## src/hw/rtl/wpt_pkg.sv

```systemverilog
// Shared constants, codes and the result record of the weighted-prediction table parser.
`timescale 1ns / 1ps
package wpt_pkg;

  localparam int WPT_MAX_REFS = 16;

  // configuration register indexes
  localparam logic [1:0] CFG_CHROMA_PRESENT = 2'd0;
  localparam logic [1:0] CFG_SLICE_KIND     = 2'd1;
  localparam logic [1:0] CFG_REFS_L0        = 2'd2;
  localparam logic [1:0] CFG_REFS_L1        = 2'd3;

  // slice kinds
  localparam logic [1:0] SLICE_B = 2'd0;
  localparam logic [1:0] SLICE_P = 2'd1;
  localparam logic [1:0] SLICE_I = 2'd2;

  // result kinds
  localparam logic KIND_ENTRY  = 1'b0;
  localparam logic KIND_STATUS = 1'b1;

  // components
  localparam logic [1:0] COMP_Y    = 2'd0;
  localparam logic [1:0] COMP_CB   = 2'd1;
  localparam logic [1:0] COMP_CR   = 2'd2;
  localparam logic [1:0] COMP_DONE = 2'd3;

  // error codes
  localparam logic [2:0] ERR_OK        = 3'd0;
  localparam logic [2:0] ERR_LDENOM    = 3'd1;
  localparam logic [2:0] ERR_CDENOM    = 3'd2;
  localparam logic [2:0] ERR_WEIGHT    = 3'd3;
  localparam logic [2:0] ERR_OFFSET    = 3'd4;
  localparam logic [2:0] ERR_COFFSET   = 3'd5;
  localparam logic [2:0] ERR_FLAG_SUM  = 3'd6;

  localparam int FLAG_SUM_LIMIT = 24;
  localparam int OUT_TDATA_W    = 40;

  // one result item without its last marker
  typedef struct packed {
    logic              kind;
    logic              list_sel;
    logic [3:0]        ref_index;
    logic [1:0]        component;
    logic signed [8:0] weight;
    logic signed [7:0] offset;
    logic [2:0]        luma_denom;
    logic [2:0]        chroma_denom;
    logic [2:0]        error;
  } res_t;

endpackage

```

## src/hw/rtl/wpt_ram.sv

```systemverilog
// Generic single-write, single-read RAM with registered read data.
`timescale 1ns / 1ps
module wpt_ram #(
  parameter int WIDTH = 1,
  parameter int DEPTH = 32
) (
  input  logic                     clk,
  input  logic                     we,
  input  logic [$clog2(DEPTH)-1:0] waddr,
  input  logic [WIDTH-1:0]         wdata,
  input  logic [$clog2(DEPTH)-1:0] raddr,
  output logic [WIDTH-1:0]         rdata
);

  logic [WIDTH-1:0] mem [DEPTH];

  // write port and registered read port
  always_ff @(posedge clk) begin
    if (we) begin
      mem[waddr] <= wdata;
    end
    rdata <= mem[raddr];
  end

endmodule

```

## src/hw/rtl/weighted_pred_table_parser.sv

```systemverilog
// Top level: weighted-prediction table sequencer with flag RAMs and result buffering.
// A result made by a beat or step passes through the pending slot into the output register.
// Throughput: one syntax element per cycle while the result buffer has room; the sequencer
// makes default entries and the status beat one per cycle, holding input off as it walks them.
// Flags sit in two 1-bit RAMs with registered read data, addressed by the next position.
// Reset (rst_n low, synchronous) returns to waiting for a luma denominator; no RAM clearing.
`timescale 1ns / 1ps
module weighted_pred_table_parser
  import wpt_pkg::*;
#(
  parameter int MAX_REFS = WPT_MAX_REFS
) (
  input  logic                   clk,
  input  logic                   rst_n,
  // configuration writes
  input  logic                   cfg_valid,
  output logic                   cfg_ready,
  input  logic [1:0]             cfg_index,
  input  logic [3:0]             cfg_data,
  // syntax elements
  input  logic                   in_tvalid,
  output logic                   in_tready,
  input  logic [15:0]            in_tdata,  // [15:0] value
  input  logic                   in_tuser,  // [0] first
  // results
  output logic                   out_tvalid,
  input  logic                   out_tready,
  output logic [OUT_TDATA_W-1:0] out_tdata, // [0] list_sel, [4:1] ref_index, [6:5] component,
                                            // [15:7] weight, [23:16] offset,
                                            // [26:24] luma_denom, [29:27] chroma_denom,
                                            // [32:30] error, [39:33] zero
  output logic                   out_tuser, // [0] kind
  output logic                   out_tlast
);

  localparam int CW = $clog2(MAX_REFS + 1);
  localparam int IW = (MAX_REFS > 1) ? $clog2(MAX_REFS) : 1;
  localparam int AW = IW + 1;
  localparam int RAM_DEPTH = 2 << IW;
  localparam logic [CW-1:0] MAX_CNT = CW'(MAX_REFS);

  typedef enum logic [3:0] {
    PH_IDLE, PH_CDEN, PH_LFLAG, PH_CFLAG, PH_ENT,
    PH_LW, PH_LO, PH_CW, PH_CO, PH_FIN
  } phase_t;

  // configuration registers
  logic       chroma_present_r;
  logic [1:0] slice_kind_r;
  logic [3:0] refs_l0_r, refs_l1_r;

  // table state
  phase_t            phase_r, phase_nxt;
  logic              list_r, list_nxt;
  logic [CW-1:0]     idx_r, idx_nxt;
  logic [1:0]        comp_r, comp_nxt;
  logic              t_chroma_r, t_chroma_nxt;
  logic [1:0]        t_kind_r, t_kind_nxt;
  logic [CW-1:0]     cnt0_r, cnt0_nxt, cnt1_r, cnt1_nxt;
  logic [2:0]        ldenom_r, ldenom_nxt, cdenom_r, cdenom_nxt;
  logic signed [7:0] pend_w_r, pend_w_nxt;
  logic              pend_err_r, pend_err_nxt;
  logic [2:0]        sticky_r, sticky_nxt;
  logic [6:0]        fsum_r, fsum_nxt;

  // result buffering: pending slot and output register
  res_t pnd_r, out_r, em_res;
  logic pnd_vld_r, out_vld_r, out_last_r;
  logic em, em_fire, space, mv, wait_in, step_go, in_fire;

  // flag RAMs
  logic          lflag_we, cflag_we, lflag_rd, cflag_rd, flag_wd;
  logic [AW-1:0] flag_waddr, flag_raddr;

  // arithmetic on the incoming element
  logic signed [15:0] in_val;
  logic               lden_hit, cden_hit, v8_hit, d10_hit;
  logic [2:0]         lden_val, cden_val;
  logic signed [16:0] cd_sum;
  logic signed [7:0]  v8;
  logic signed [9:0]  d10;
  logic [8:0]         lpow, cpow;
  logic signed [8:0]  lw, cw;
  logic signed [17:0] cw_sh, co_full;
  logic signed [7:0]  co;
  logic [CW-1:0]      cnt_cur, c0_new, c1_new;
  logic [4:0]         c0_ext, c1_ext;
  logic               chk_err;
  logic [2:0]         lo_err, co_err;

  assign cfg_ready = 1'b1;
  assign in_val    = $signed(in_tdata);
  assign cnt_cur   = list_r ? cnt1_r : cnt0_r;

  // clamp the denominators
  assign lden_hit = (in_val < 16'sd0) || (in_val > 16'sd7);
  assign lden_val = (in_val < 16'sd0) ? 3'd0 : (in_val > 16'sd7) ? 3'd7 : in_val[2:0];
  assign cd_sum   = $signed({14'd0, ldenom_r}) + $signed({in_val[15], in_val});
  assign cden_hit = (cd_sum < 17'sd0) || (cd_sum > 17'sd7);
  assign cden_val = (cd_sum < 17'sd0) ? 3'd0 : (cd_sum > 17'sd7) ? 3'd7 : cd_sum[2:0];

  // clamp weight deltas, luma offsets and chroma offset deltas
  assign v8_hit  = (in_val < -16'sd128) || (in_val > 16'sd127);
  assign v8      = (in_val < -16'sd128) ? -8'sd128 :
                   (in_val > 16'sd127) ? 8'sd127 : in_val[7:0];
  assign d10_hit = (in_val < -16'sd512) || (in_val > 16'sd511);
  assign d10     = (in_val < -16'sd512) ? -10'sd512 :
                   (in_val > 16'sd511) ? 10'sd511 : in_val[9:0];

  // weights and the derived chroma offset
  assign lpow    = 9'd1 << ldenom_r;
  assign cpow    = 9'd1 << cdenom_r;
  assign lw      = $signed(lpow) + $signed({pend_w_r[7], pend_w_r});
  assign cw      = $signed(cpow) + $signed({pend_w_r[7], pend_w_r});
  assign cw_sh   = $signed({{9{cw[8]}}, cw}) <<< (3'd7 - cdenom_r);
  assign co_full = $signed({{8{d10[9]}}, d10}) - cw_sh + 18'sd128;
  assign co      = (co_full < -18'sd128) ? -8'sd128 :
                   (co_full > 18'sd127) ? 8'sd127 : co_full[7:0];
  assign lo_err  = pend_err_r ? ERR_WEIGHT : (v8_hit ? ERR_OFFSET : ERR_OK);
  assign co_err  = pend_err_r ? ERR_WEIGHT : (d10_hit ? ERR_COFFSET : ERR_OK);
  assign chk_err = (t_kind_r == SLICE_B || t_kind_r == SLICE_P) &&
                   (fsum_r > 7'(FLAG_SUM_LIMIT));

  // saturate reference counts
  assign c0_ext = {1'b0, refs_l0_r} + 5'd1;
  assign c1_ext = {1'b0, refs_l1_r} + 5'd1;
  assign c0_new = (c0_ext > 5'(MAX_REFS)) ? MAX_CNT : CW'(c0_ext);
  assign c1_new = (c1_ext > 5'(MAX_REFS)) ? MAX_CNT : CW'(c1_ext);

  // sequencer waits for input in these positions
  always_comb begin
    case (phase_r)
      PH_LFLAG, PH_CFLAG: wait_in = (idx_r < cnt_cur);
      PH_ENT, PH_FIN:     wait_in = 1'b0;
      default:            wait_in = 1'b1;
    endcase
  end

  assign space     = !out_vld_r || out_tready;
  assign in_tready = wait_in && (!pnd_vld_r || space);
  assign in_fire   = in_tvalid && in_tready;
  assign step_go   = !wait_in && (!pnd_vld_r || space);
  assign em_fire   = em;
  assign mv        = pnd_vld_r && space && (em_fire || wait_in);

  // flag writes at the current position, reads at the next one
  assign flag_wd    = (in_val != 16'sd0);
  assign lflag_we   = in_fire && !in_tuser && (phase_r == PH_LFLAG);
  assign cflag_we   = in_fire && !in_tuser && (phase_r == PH_CFLAG);
  assign flag_waddr = {list_r, idx_r[IW-1:0]};
  assign flag_raddr = {list_nxt, idx_nxt[IW-1:0]};

  wpt_ram #(.WIDTH(1), .DEPTH(RAM_DEPTH)) u_lflag_ram (
    .clk   (clk),
    .we    (lflag_we),
    .waddr (flag_waddr),
    .wdata (flag_wd),
    .raddr (flag_raddr),
    .rdata (lflag_rd)
  );

  wpt_ram #(.WIDTH(1), .DEPTH(RAM_DEPTH)) u_cflag_ram (
    .clk   (clk),
    .we    (cflag_we),
    .waddr (flag_waddr),
    .wdata (flag_wd),
    .raddr (flag_raddr),
    .rdata (cflag_rd)
  );

  // take one beat or make one sequencing step
  always_comb begin
    phase_nxt    = phase_r;
    list_nxt     = list_r;
    idx_nxt      = idx_r;
    comp_nxt     = comp_r;
    t_chroma_nxt = t_chroma_r;
    t_kind_nxt   = t_kind_r;
    cnt0_nxt     = cnt0_r;
    cnt1_nxt     = cnt1_r;
    ldenom_nxt   = ldenom_r;
    cdenom_nxt   = cdenom_r;
    pend_w_nxt   = pend_w_r;
    pend_err_nxt = pend_err_r;
    sticky_nxt   = sticky_r;
    fsum_nxt     = fsum_r;
    em           = 1'b0;
    em_res.kind         = KIND_ENTRY;
    em_res.list_sel     = list_r;
    em_res.ref_index    = 4'(idx_r);
    em_res.component    = comp_r;
    em_res.weight       = '0;
    em_res.offset       = '0;
    em_res.luma_denom   = ldenom_r;
    em_res.chroma_denom = cdenom_r;
    em_res.error        = ERR_OK;

    if (in_fire) begin
      if (in_tuser) begin
        // start a new table
        t_chroma_nxt = chroma_present_r;
        t_kind_nxt   = slice_kind_r;
        cnt0_nxt     = c0_new;
        cnt1_nxt     = c1_new;
        ldenom_nxt   = lden_val;
        sticky_nxt   = lden_hit ? ERR_LDENOM : ERR_OK;
        cdenom_nxt   = 3'd0;
        fsum_nxt     = '0;
        list_nxt     = 1'b0;
        idx_nxt      = '0;
        comp_nxt     = COMP_Y;
        if (chroma_present_r) begin
          phase_nxt = PH_CDEN;
        end else begin
          phase_nxt = (slice_kind_r == SLICE_B || slice_kind_r == SLICE_P) ? PH_LFLAG : PH_FIN;
        end
      end else begin
        unique case (phase_r)
          PH_CDEN: begin
            cdenom_nxt = cden_val;
            if (cden_hit && sticky_r == ERR_OK) sticky_nxt = ERR_CDENOM;
            list_nxt  = 1'b0;
            idx_nxt   = '0;
            comp_nxt  = COMP_Y;
            phase_nxt = (t_kind_r == SLICE_B || t_kind_r == SLICE_P) ? PH_LFLAG : PH_FIN;
          end
          PH_LFLAG: begin
            fsum_nxt = fsum_r + 7'(flag_wd);
            idx_nxt  = idx_r + 1'b1;
          end
          PH_CFLAG: begin
            fsum_nxt = fsum_r + (flag_wd ? 7'd2 : 7'd0);
            idx_nxt  = idx_r + 1'b1;
          end
          PH_LW, PH_CW: begin
            pend_w_nxt   = v8;
            pend_err_nxt = v8_hit;
            phase_nxt    = (phase_r == PH_LW) ? PH_LO : PH_CO;
          end
          PH_LO: begin
            em            = 1'b1;
            em_res.weight = lw;
            em_res.offset = v8;
            em_res.error  = lo_err;
            if (lo_err != ERR_OK && sticky_r == ERR_OK) sticky_nxt = lo_err;
            comp_nxt  = t_chroma_r ? COMP_CB : COMP_DONE;
            phase_nxt = PH_ENT;
          end
          PH_CO: begin
            em            = 1'b1;
            em_res.weight = cw;
            em_res.offset = co;
            em_res.error  = co_err;
            if (co_err != ERR_OK && sticky_r == ERR_OK) sticky_nxt = co_err;
            comp_nxt  = comp_r + 2'd1;
            phase_nxt = PH_ENT;
          end
          default: ;
        endcase
      end
    end else if (step_go) begin
      unique case (phase_r)
        PH_LFLAG: begin
          idx_nxt   = '0;
          comp_nxt  = COMP_Y;
          phase_nxt = t_chroma_r ? PH_CFLAG : PH_ENT;
        end
        PH_CFLAG: begin
          idx_nxt   = '0;
          comp_nxt  = COMP_Y;
          phase_nxt = PH_ENT;
        end
        PH_ENT: begin
          if (idx_r >= cnt_cur) begin
            // end of this list
            if (!list_r && t_kind_r == SLICE_B) begin
              list_nxt  = 1'b1;
              idx_nxt   = '0;
              phase_nxt = PH_LFLAG;
            end else begin
              phase_nxt = PH_FIN;
            end
          end else if (comp_r == COMP_Y) begin
            if (lflag_rd) begin
              phase_nxt = PH_LW;
            end else begin
              em            = 1'b1;
              em_res.weight = $signed(lpow);
              comp_nxt      = t_chroma_r ? COMP_CB : COMP_DONE;
            end
          end else if (comp_r == COMP_DONE) begin
            idx_nxt  = idx_r + 1'b1;
            comp_nxt = COMP_Y;
          end else begin
            if (cflag_rd) begin
              phase_nxt = PH_CW;
            end else begin
              em            = 1'b1;
              em_res.weight = $signed(cpow);
              comp_nxt      = comp_r + 2'd1;
            end
          end
        end
        PH_FIN: begin
          // status beat closes the table
          em                  = 1'b1;
          em_res.kind         = KIND_STATUS;
          em_res.list_sel     = 1'b0;
          em_res.ref_index    = '0;
          em_res.component    = COMP_Y;
          em_res.error        = (sticky_r != ERR_OK) ? sticky_r :
                                (chk_err ? ERR_FLAG_SUM : ERR_OK);
          list_nxt  = 1'b0;
          idx_nxt   = '0;
          comp_nxt  = COMP_Y;
          phase_nxt = PH_IDLE;
        end
        default: ;
      endcase
    end
  end

  // state, configuration and result registers
  always_ff @(posedge clk) begin
    if (!rst_n) begin
      chroma_present_r <= 1'b1;
      slice_kind_r     <= SLICE_I;
      refs_l0_r        <= '0;
      refs_l1_r        <= '0;
      phase_r          <= PH_IDLE;
      list_r           <= 1'b0;
      idx_r            <= '0;
      comp_r           <= COMP_Y;
      t_chroma_r       <= 1'b0;
      t_kind_r         <= SLICE_B;
      cnt0_r           <= '0;
      cnt1_r           <= '0;
      ldenom_r         <= '0;
      cdenom_r         <= '0;
      pend_w_r         <= '0;
      pend_err_r       <= 1'b0;
      sticky_r         <= ERR_OK;
      fsum_r           <= '0;
      pnd_vld_r        <= 1'b0;
      out_vld_r        <= 1'b0;
      out_last_r       <= 1'b0;
    end else begin
      if (cfg_valid && cfg_ready) begin
        unique case (cfg_index)
          CFG_CHROMA_PRESENT: chroma_present_r <= cfg_data[0];
          CFG_SLICE_KIND:     slice_kind_r     <= cfg_data[1:0];
          CFG_REFS_L0:        refs_l0_r        <= cfg_data;
          CFG_REFS_L1:        refs_l1_r        <= cfg_data;
          default: ;
        endcase
      end
      phase_r    <= phase_nxt;
      list_r     <= list_nxt;
      idx_r      <= idx_nxt;
      comp_r     <= comp_nxt;
      t_chroma_r <= t_chroma_nxt;
      t_kind_r   <= t_kind_nxt;
      cnt0_r     <= cnt0_nxt;
      cnt1_r     <= cnt1_nxt;
      ldenom_r   <= ldenom_nxt;
      cdenom_r   <= cdenom_nxt;
      pend_w_r   <= pend_w_nxt;
      pend_err_r <= pend_err_nxt;
      sticky_r   <= sticky_nxt;
      fsum_r     <= fsum_nxt;

      // advance the pending result; it is the last of its step once the sequencer waits
      if (mv) begin
        out_vld_r  <= 1'b1;
        out_last_r <= wait_in;
      end else if (out_tready) begin
        out_vld_r <= 1'b0;
      end
      if (em_fire) begin
        pnd_vld_r <= 1'b1;
      end else if (mv) begin
        pnd_vld_r <= 1'b0;
      end
    end
  end

  // result payload
  always_ff @(posedge clk) begin
    if (mv) out_r <= pnd_r;
    if (em_fire) pnd_r <= em_res;
  end

  assign out_tvalid = out_vld_r;
  assign out_tuser  = out_r.kind;
  assign out_tlast  = out_last_r;
  assign out_tdata  = {7'd0, out_r.error, out_r.chroma_denom, out_r.luma_denom,
                       out_r.offset, out_r.weight, out_r.component, out_r.ref_index,
                       out_r.list_sel};

`ifndef NO_ASSERTIONS
  // a new result never lands on a pending one that cannot move
  a_no_overwrite: assert property (@(posedge clk) disable iff (!rst_n)
    em_fire |-> (!pnd_vld_r || mv))
    else $error("pending result overwritten");

  // a status beat always closes its step
  a_status_last: assert property (@(posedge clk) disable iff (!rst_n)
    (out_tvalid && out_tuser) |-> out_tlast)
    else $error("status beat without last");

  // position never runs past the list length
  a_idx_bound: assert property (@(posedge clk) disable iff (!rst_n)
    (phase_r == PH_LFLAG || phase_r == PH_CFLAG || phase_r == PH_ENT) |-> (idx_r <= cnt_cur))
    else $error("reference position beyond list");

  // status beat leaves the sequencer idle
  a_fin_idle: assert property (@(posedge clk) disable iff (!rst_n)
    (phase_r == PH_FIN && step_go) |=> (phase_r == PH_IDLE && pnd_vld_r))
    else $error("status step did not return to idle");
`endif

endmodule

```

## config.mk

```make
export PLATFORM = sky130hd
export DESIGN_NAME = weighted_pred_table_parser
export DESIGN_NICKNAME = d
export VERILOG_FILES = /design/src/hw/rtl/wpt_pkg.sv /design/src/hw/rtl/wpt_ram.sv /design/src/hw/rtl/weighted_pred_table_parser.sv
export SDC_FILE = /design/constraint.sdc
export NUM_CORES = 1
export LEC_CHECK = 0
export ABC_AREA = 1
export BUFFER_PORTS_ARGS = -buffer_cell sky130_fd_sc_hd__buf_2
export CAP_MARGIN = 10
export CORE_MARGIN = 2
export CORE_UTILIZATION = 30
export CTS_BUF_LIST = sky130_fd_sc_hd__clkbuf_4 sky130_fd_sc_hd__clkbuf_8
export DETAILED_ROUTE_END_ITERATION = 10
export SETUP_SLACK_MARGIN = 0.15
export SLEW_MARGIN = 30
export SYNTH_ARGS = -nofsm -noshare
export SYNTH_HDL_FRONTEND = slang
export SYNTH_HIERARCHICAL = 1
export SYNTH_SLANG_ARGS = --single-unit
```

## constraint.sdc

```tcl
create_clock -name clk -period 5.56 [get_ports clk]
set_input_delay 0.278 -clock clk [delete_from_list [all_inputs] [get_ports clk]]
set_output_delay 0.278 -clock clk [all_outputs]
set_load 0.01 [all_outputs]
```

==> summary.txt <==
Status: completed
DR iter-0 viols: 836
VDD IR max: 0.201 mV
Die Wd: 206 µm
Multiplexer share of the synthesized area: 0.245%
Core Region: 40000 µm²
Finished Cell Area: 13600 µm²
Largest family of logic cells by synthesized area: simple AND/OR/NAND/NOR gates
Clock transition at path regs: 0.14 ns
R2r startpoint: cdenom_r[1]$_SDFFE_PN0P_
First-pass GRT wire length: 51900 µm
Antenna-violating nets left: 0
Synth cell types: 55
WHS Endpoint: chroma_present_r$_SDFFE_PN1P_
Root Buffer: clkbuf_8
H-tree depth: 4
Worst path top cell family by delay: simple AND/OR/NAND/NOR gates
Avg Inst Size Synth: 7.77 µm²
HPWL Detailed: 24500 µm
Avg WL per Cell: 14.9 µm
Total power: 4.59 mW
Netlist Area Pre-Place: 12200 µm²
Synth Area in XOR/XNOR: 1.86%
Crit path max fanout: 13
Vias: 10600
EDFF count, synth: 132
Worst path slowest cell: fa_1
Worst setup path category: register to register
Overall Global Routing Usage: 15.4%
Worst EP required: 5.82 ns
Hold Violations, Final: 0
Max-Cap Viols: 0
CP Buf/Inv Count: 4
Hold Slack: 0.0345 ns
Pwr dens: 338 nW/µm²
Area growth from synthesis to layout: 11.0%
Starting Density: 30.6%
CP Launch Type: register
Final setup fails: 0
Mapped Cells: 1574
Final setup TNS: 0 ns
# DRC: 0
Hold depth: 3
Cell row count: 73
RR Endpoint: pnd_r[12]$_SDFFCE_PP0P_
Yosys top cell area share: 32.4%
CTS tree: done
Worst-margin pin slew: 0.959 ns
CP dominant cell by count: nand2_1
Fmax: 0.200 GHz
Worst Skew: 0.0251 ns
Final Cycle Share: 90.0%
Largest net degree at the start of global routing: 66
Drt via density: 4.86
Area contributors post-synth: edfxtp_1 (32%), nand2_1 (11%), dfxtp_1 (11%)
Clock sink count: 198
Synth Area in Simple Gates: 28.6%
Placed Instances: 2142
Crit path from: cdenom_r[1]$_SDFFE_PN0P_
Hold_sp: cfg_data[0]
CTS Buf Count: 17
Post-Synth Adder-Cell Area: 7.06%
Min-Delay Path Class: input port to register
Setup bufs post-CTS: 0
Most used DFF post-synth: edfxtp_1
Placed cell area: 13100 µm²
CP max stage delay: 0.43 ns
Layout net count: 1732
Clk_lat worst skew: 0.50 ns
RSZ-0062 raised after global routing: no
# IOs: 73
Vias in the first global route: 9785
Clock Path Buffers: 2
Post-synthesis register bit count: 198
Max-slew headroom: 36.0%
Initial antenna violation count: 5
Synth Area in Compound Gates: 10.9%
DR pass1 iterations: 6
PortBufs: 64
Yosys top cell by area: edfxtp_1
Finished Layout Cells: 2177
Fillers: 4254
Flop2flop setup slack: 0.56 ns
Die height: 206 µm
Die area: 42400 µm²
Top cells by count, synth: nand2_1 (374), nor2_1 (182), inv_1 (170)
Final min period: 5.00 ns
Ys async rst share: 0%
Critical path capture point type: register
Final Max Tran Viols: 0
Count leader, synth: nand2_1
Total grt overflow: 0
Synth warnings: 6
Final WL: 32500 µm
Placer Congestion: 0.896
Sequential area share after synthesis: 43.2%
Worst R2R Path Depth: 31
Crit path arrival time: 5.26 ns
Fraction of layout instances using a drive strength above 1: 10.9%
Leakage Power: 5.55 nW
[cells in the final DEF (no fill, tap or decap), types with 20 or more instances in the layout]
cell type  count
o21ai_0       99
nand3_1      148
nand4_1       20
ha_1          61
buf_2         64
nor2_1       181
nor3_1        30
a21oi_1       80
dfxtp_1       65
nand2_1      372
inv_1        170
edfxtp_1     132
[stage by stage]
step           utilization, %  worst slack [ns]
2_1_floorplan               -             0.967
3_3_place_gp             32.7             0.461
3_5_place_dp             32.7             0.402
4_1_cts                  33.9             0.395
5_1_grt                  33.9             0.166
6_report                 33.9             0.558
[cells by family after synthesis]
group | Yosys count
AOI/OAI and AO/OA | 242
adders and majority gates | 66
muxes | 3
other | 2
xor gates and xnor gates | 26
buffers and inverters | 232
and+or+nand+nor | 805
DFF | 198
[registers in the layout, indices dropped and copies added (netlist names), 5 cells and up]
| register | cells |
|---|---|
| cnt0_r | 5 |
| cnt1_r | 5 |
| fsum_r | 7 |
| idx_r | 5 |
| out_tdata | 33 |
| pend_w_r | 8 |
| pnd_r | 34 |
| u_cflag_ram/mem | 32 |
| u_lflag_ram/mem | 32 |
[repair_timing]
action	4_1_cts	5_1_grt
hold endpoints to repair	2	0
gates resized for setup	0	8
endpoints found under the setup margin	0	7
hold buffers	2	0
[worst max path at each step]
stage | endpoint | cells past startpoint
4_1_cts | pnd_r[14]$_SDFFCE_PP0P_ | 32
6_report | pnd_r[12]$_SDFFCE_PP0P_ | 31
2_1_floorplan | pnd_r[10]$_SDFFCE_PP0P_ | 30
3_3_place_gp | pnd_r[15]$_SDFFCE_PP0P_ | 31
3_5_place_dp | pnd_r[14]$_SDFFCE_PP0P_ | 32
5_1_grt | pnd_r[13]$_SDFFCE_PP0P_ | 31
[final cells by class]
class / instances / area, µm² / share of cell area, %
multi-input combinational: 1150 / 6020 / 44.3
sequential: 198 / 5290 / 38.9
inverter: 191 / 727 / 5.35
tap: 525 / 657 / 4.84
timing repair buffer: 80 / 445 / 3.28
clock buffer: 17 / 234 / 1.72
clock inverter: 15 / 205 / 1.51
antenna: 1 / 2.50 / 0.0184
[metal layers]
layer	track usage, %	wire [µm]
met5	0	32
met4	4.21	466
met3	2.93	2170
met2	23.0	13700
met1	22.4	16100
[report_power, final]
group          leakage (nW)  internal, mW  switching [mW]
Sequential             1.91          1.76          0.0902
Combinational          3.42         0.511            1.22
Clock                 0.222         0.370           0.638
[worst min-delay path, stage by stage]
cell,delay [ns]
buf_2,0.11
nand2_1,0.06
o211ai_1,0.07
Power figures use the tool's default switching activity.
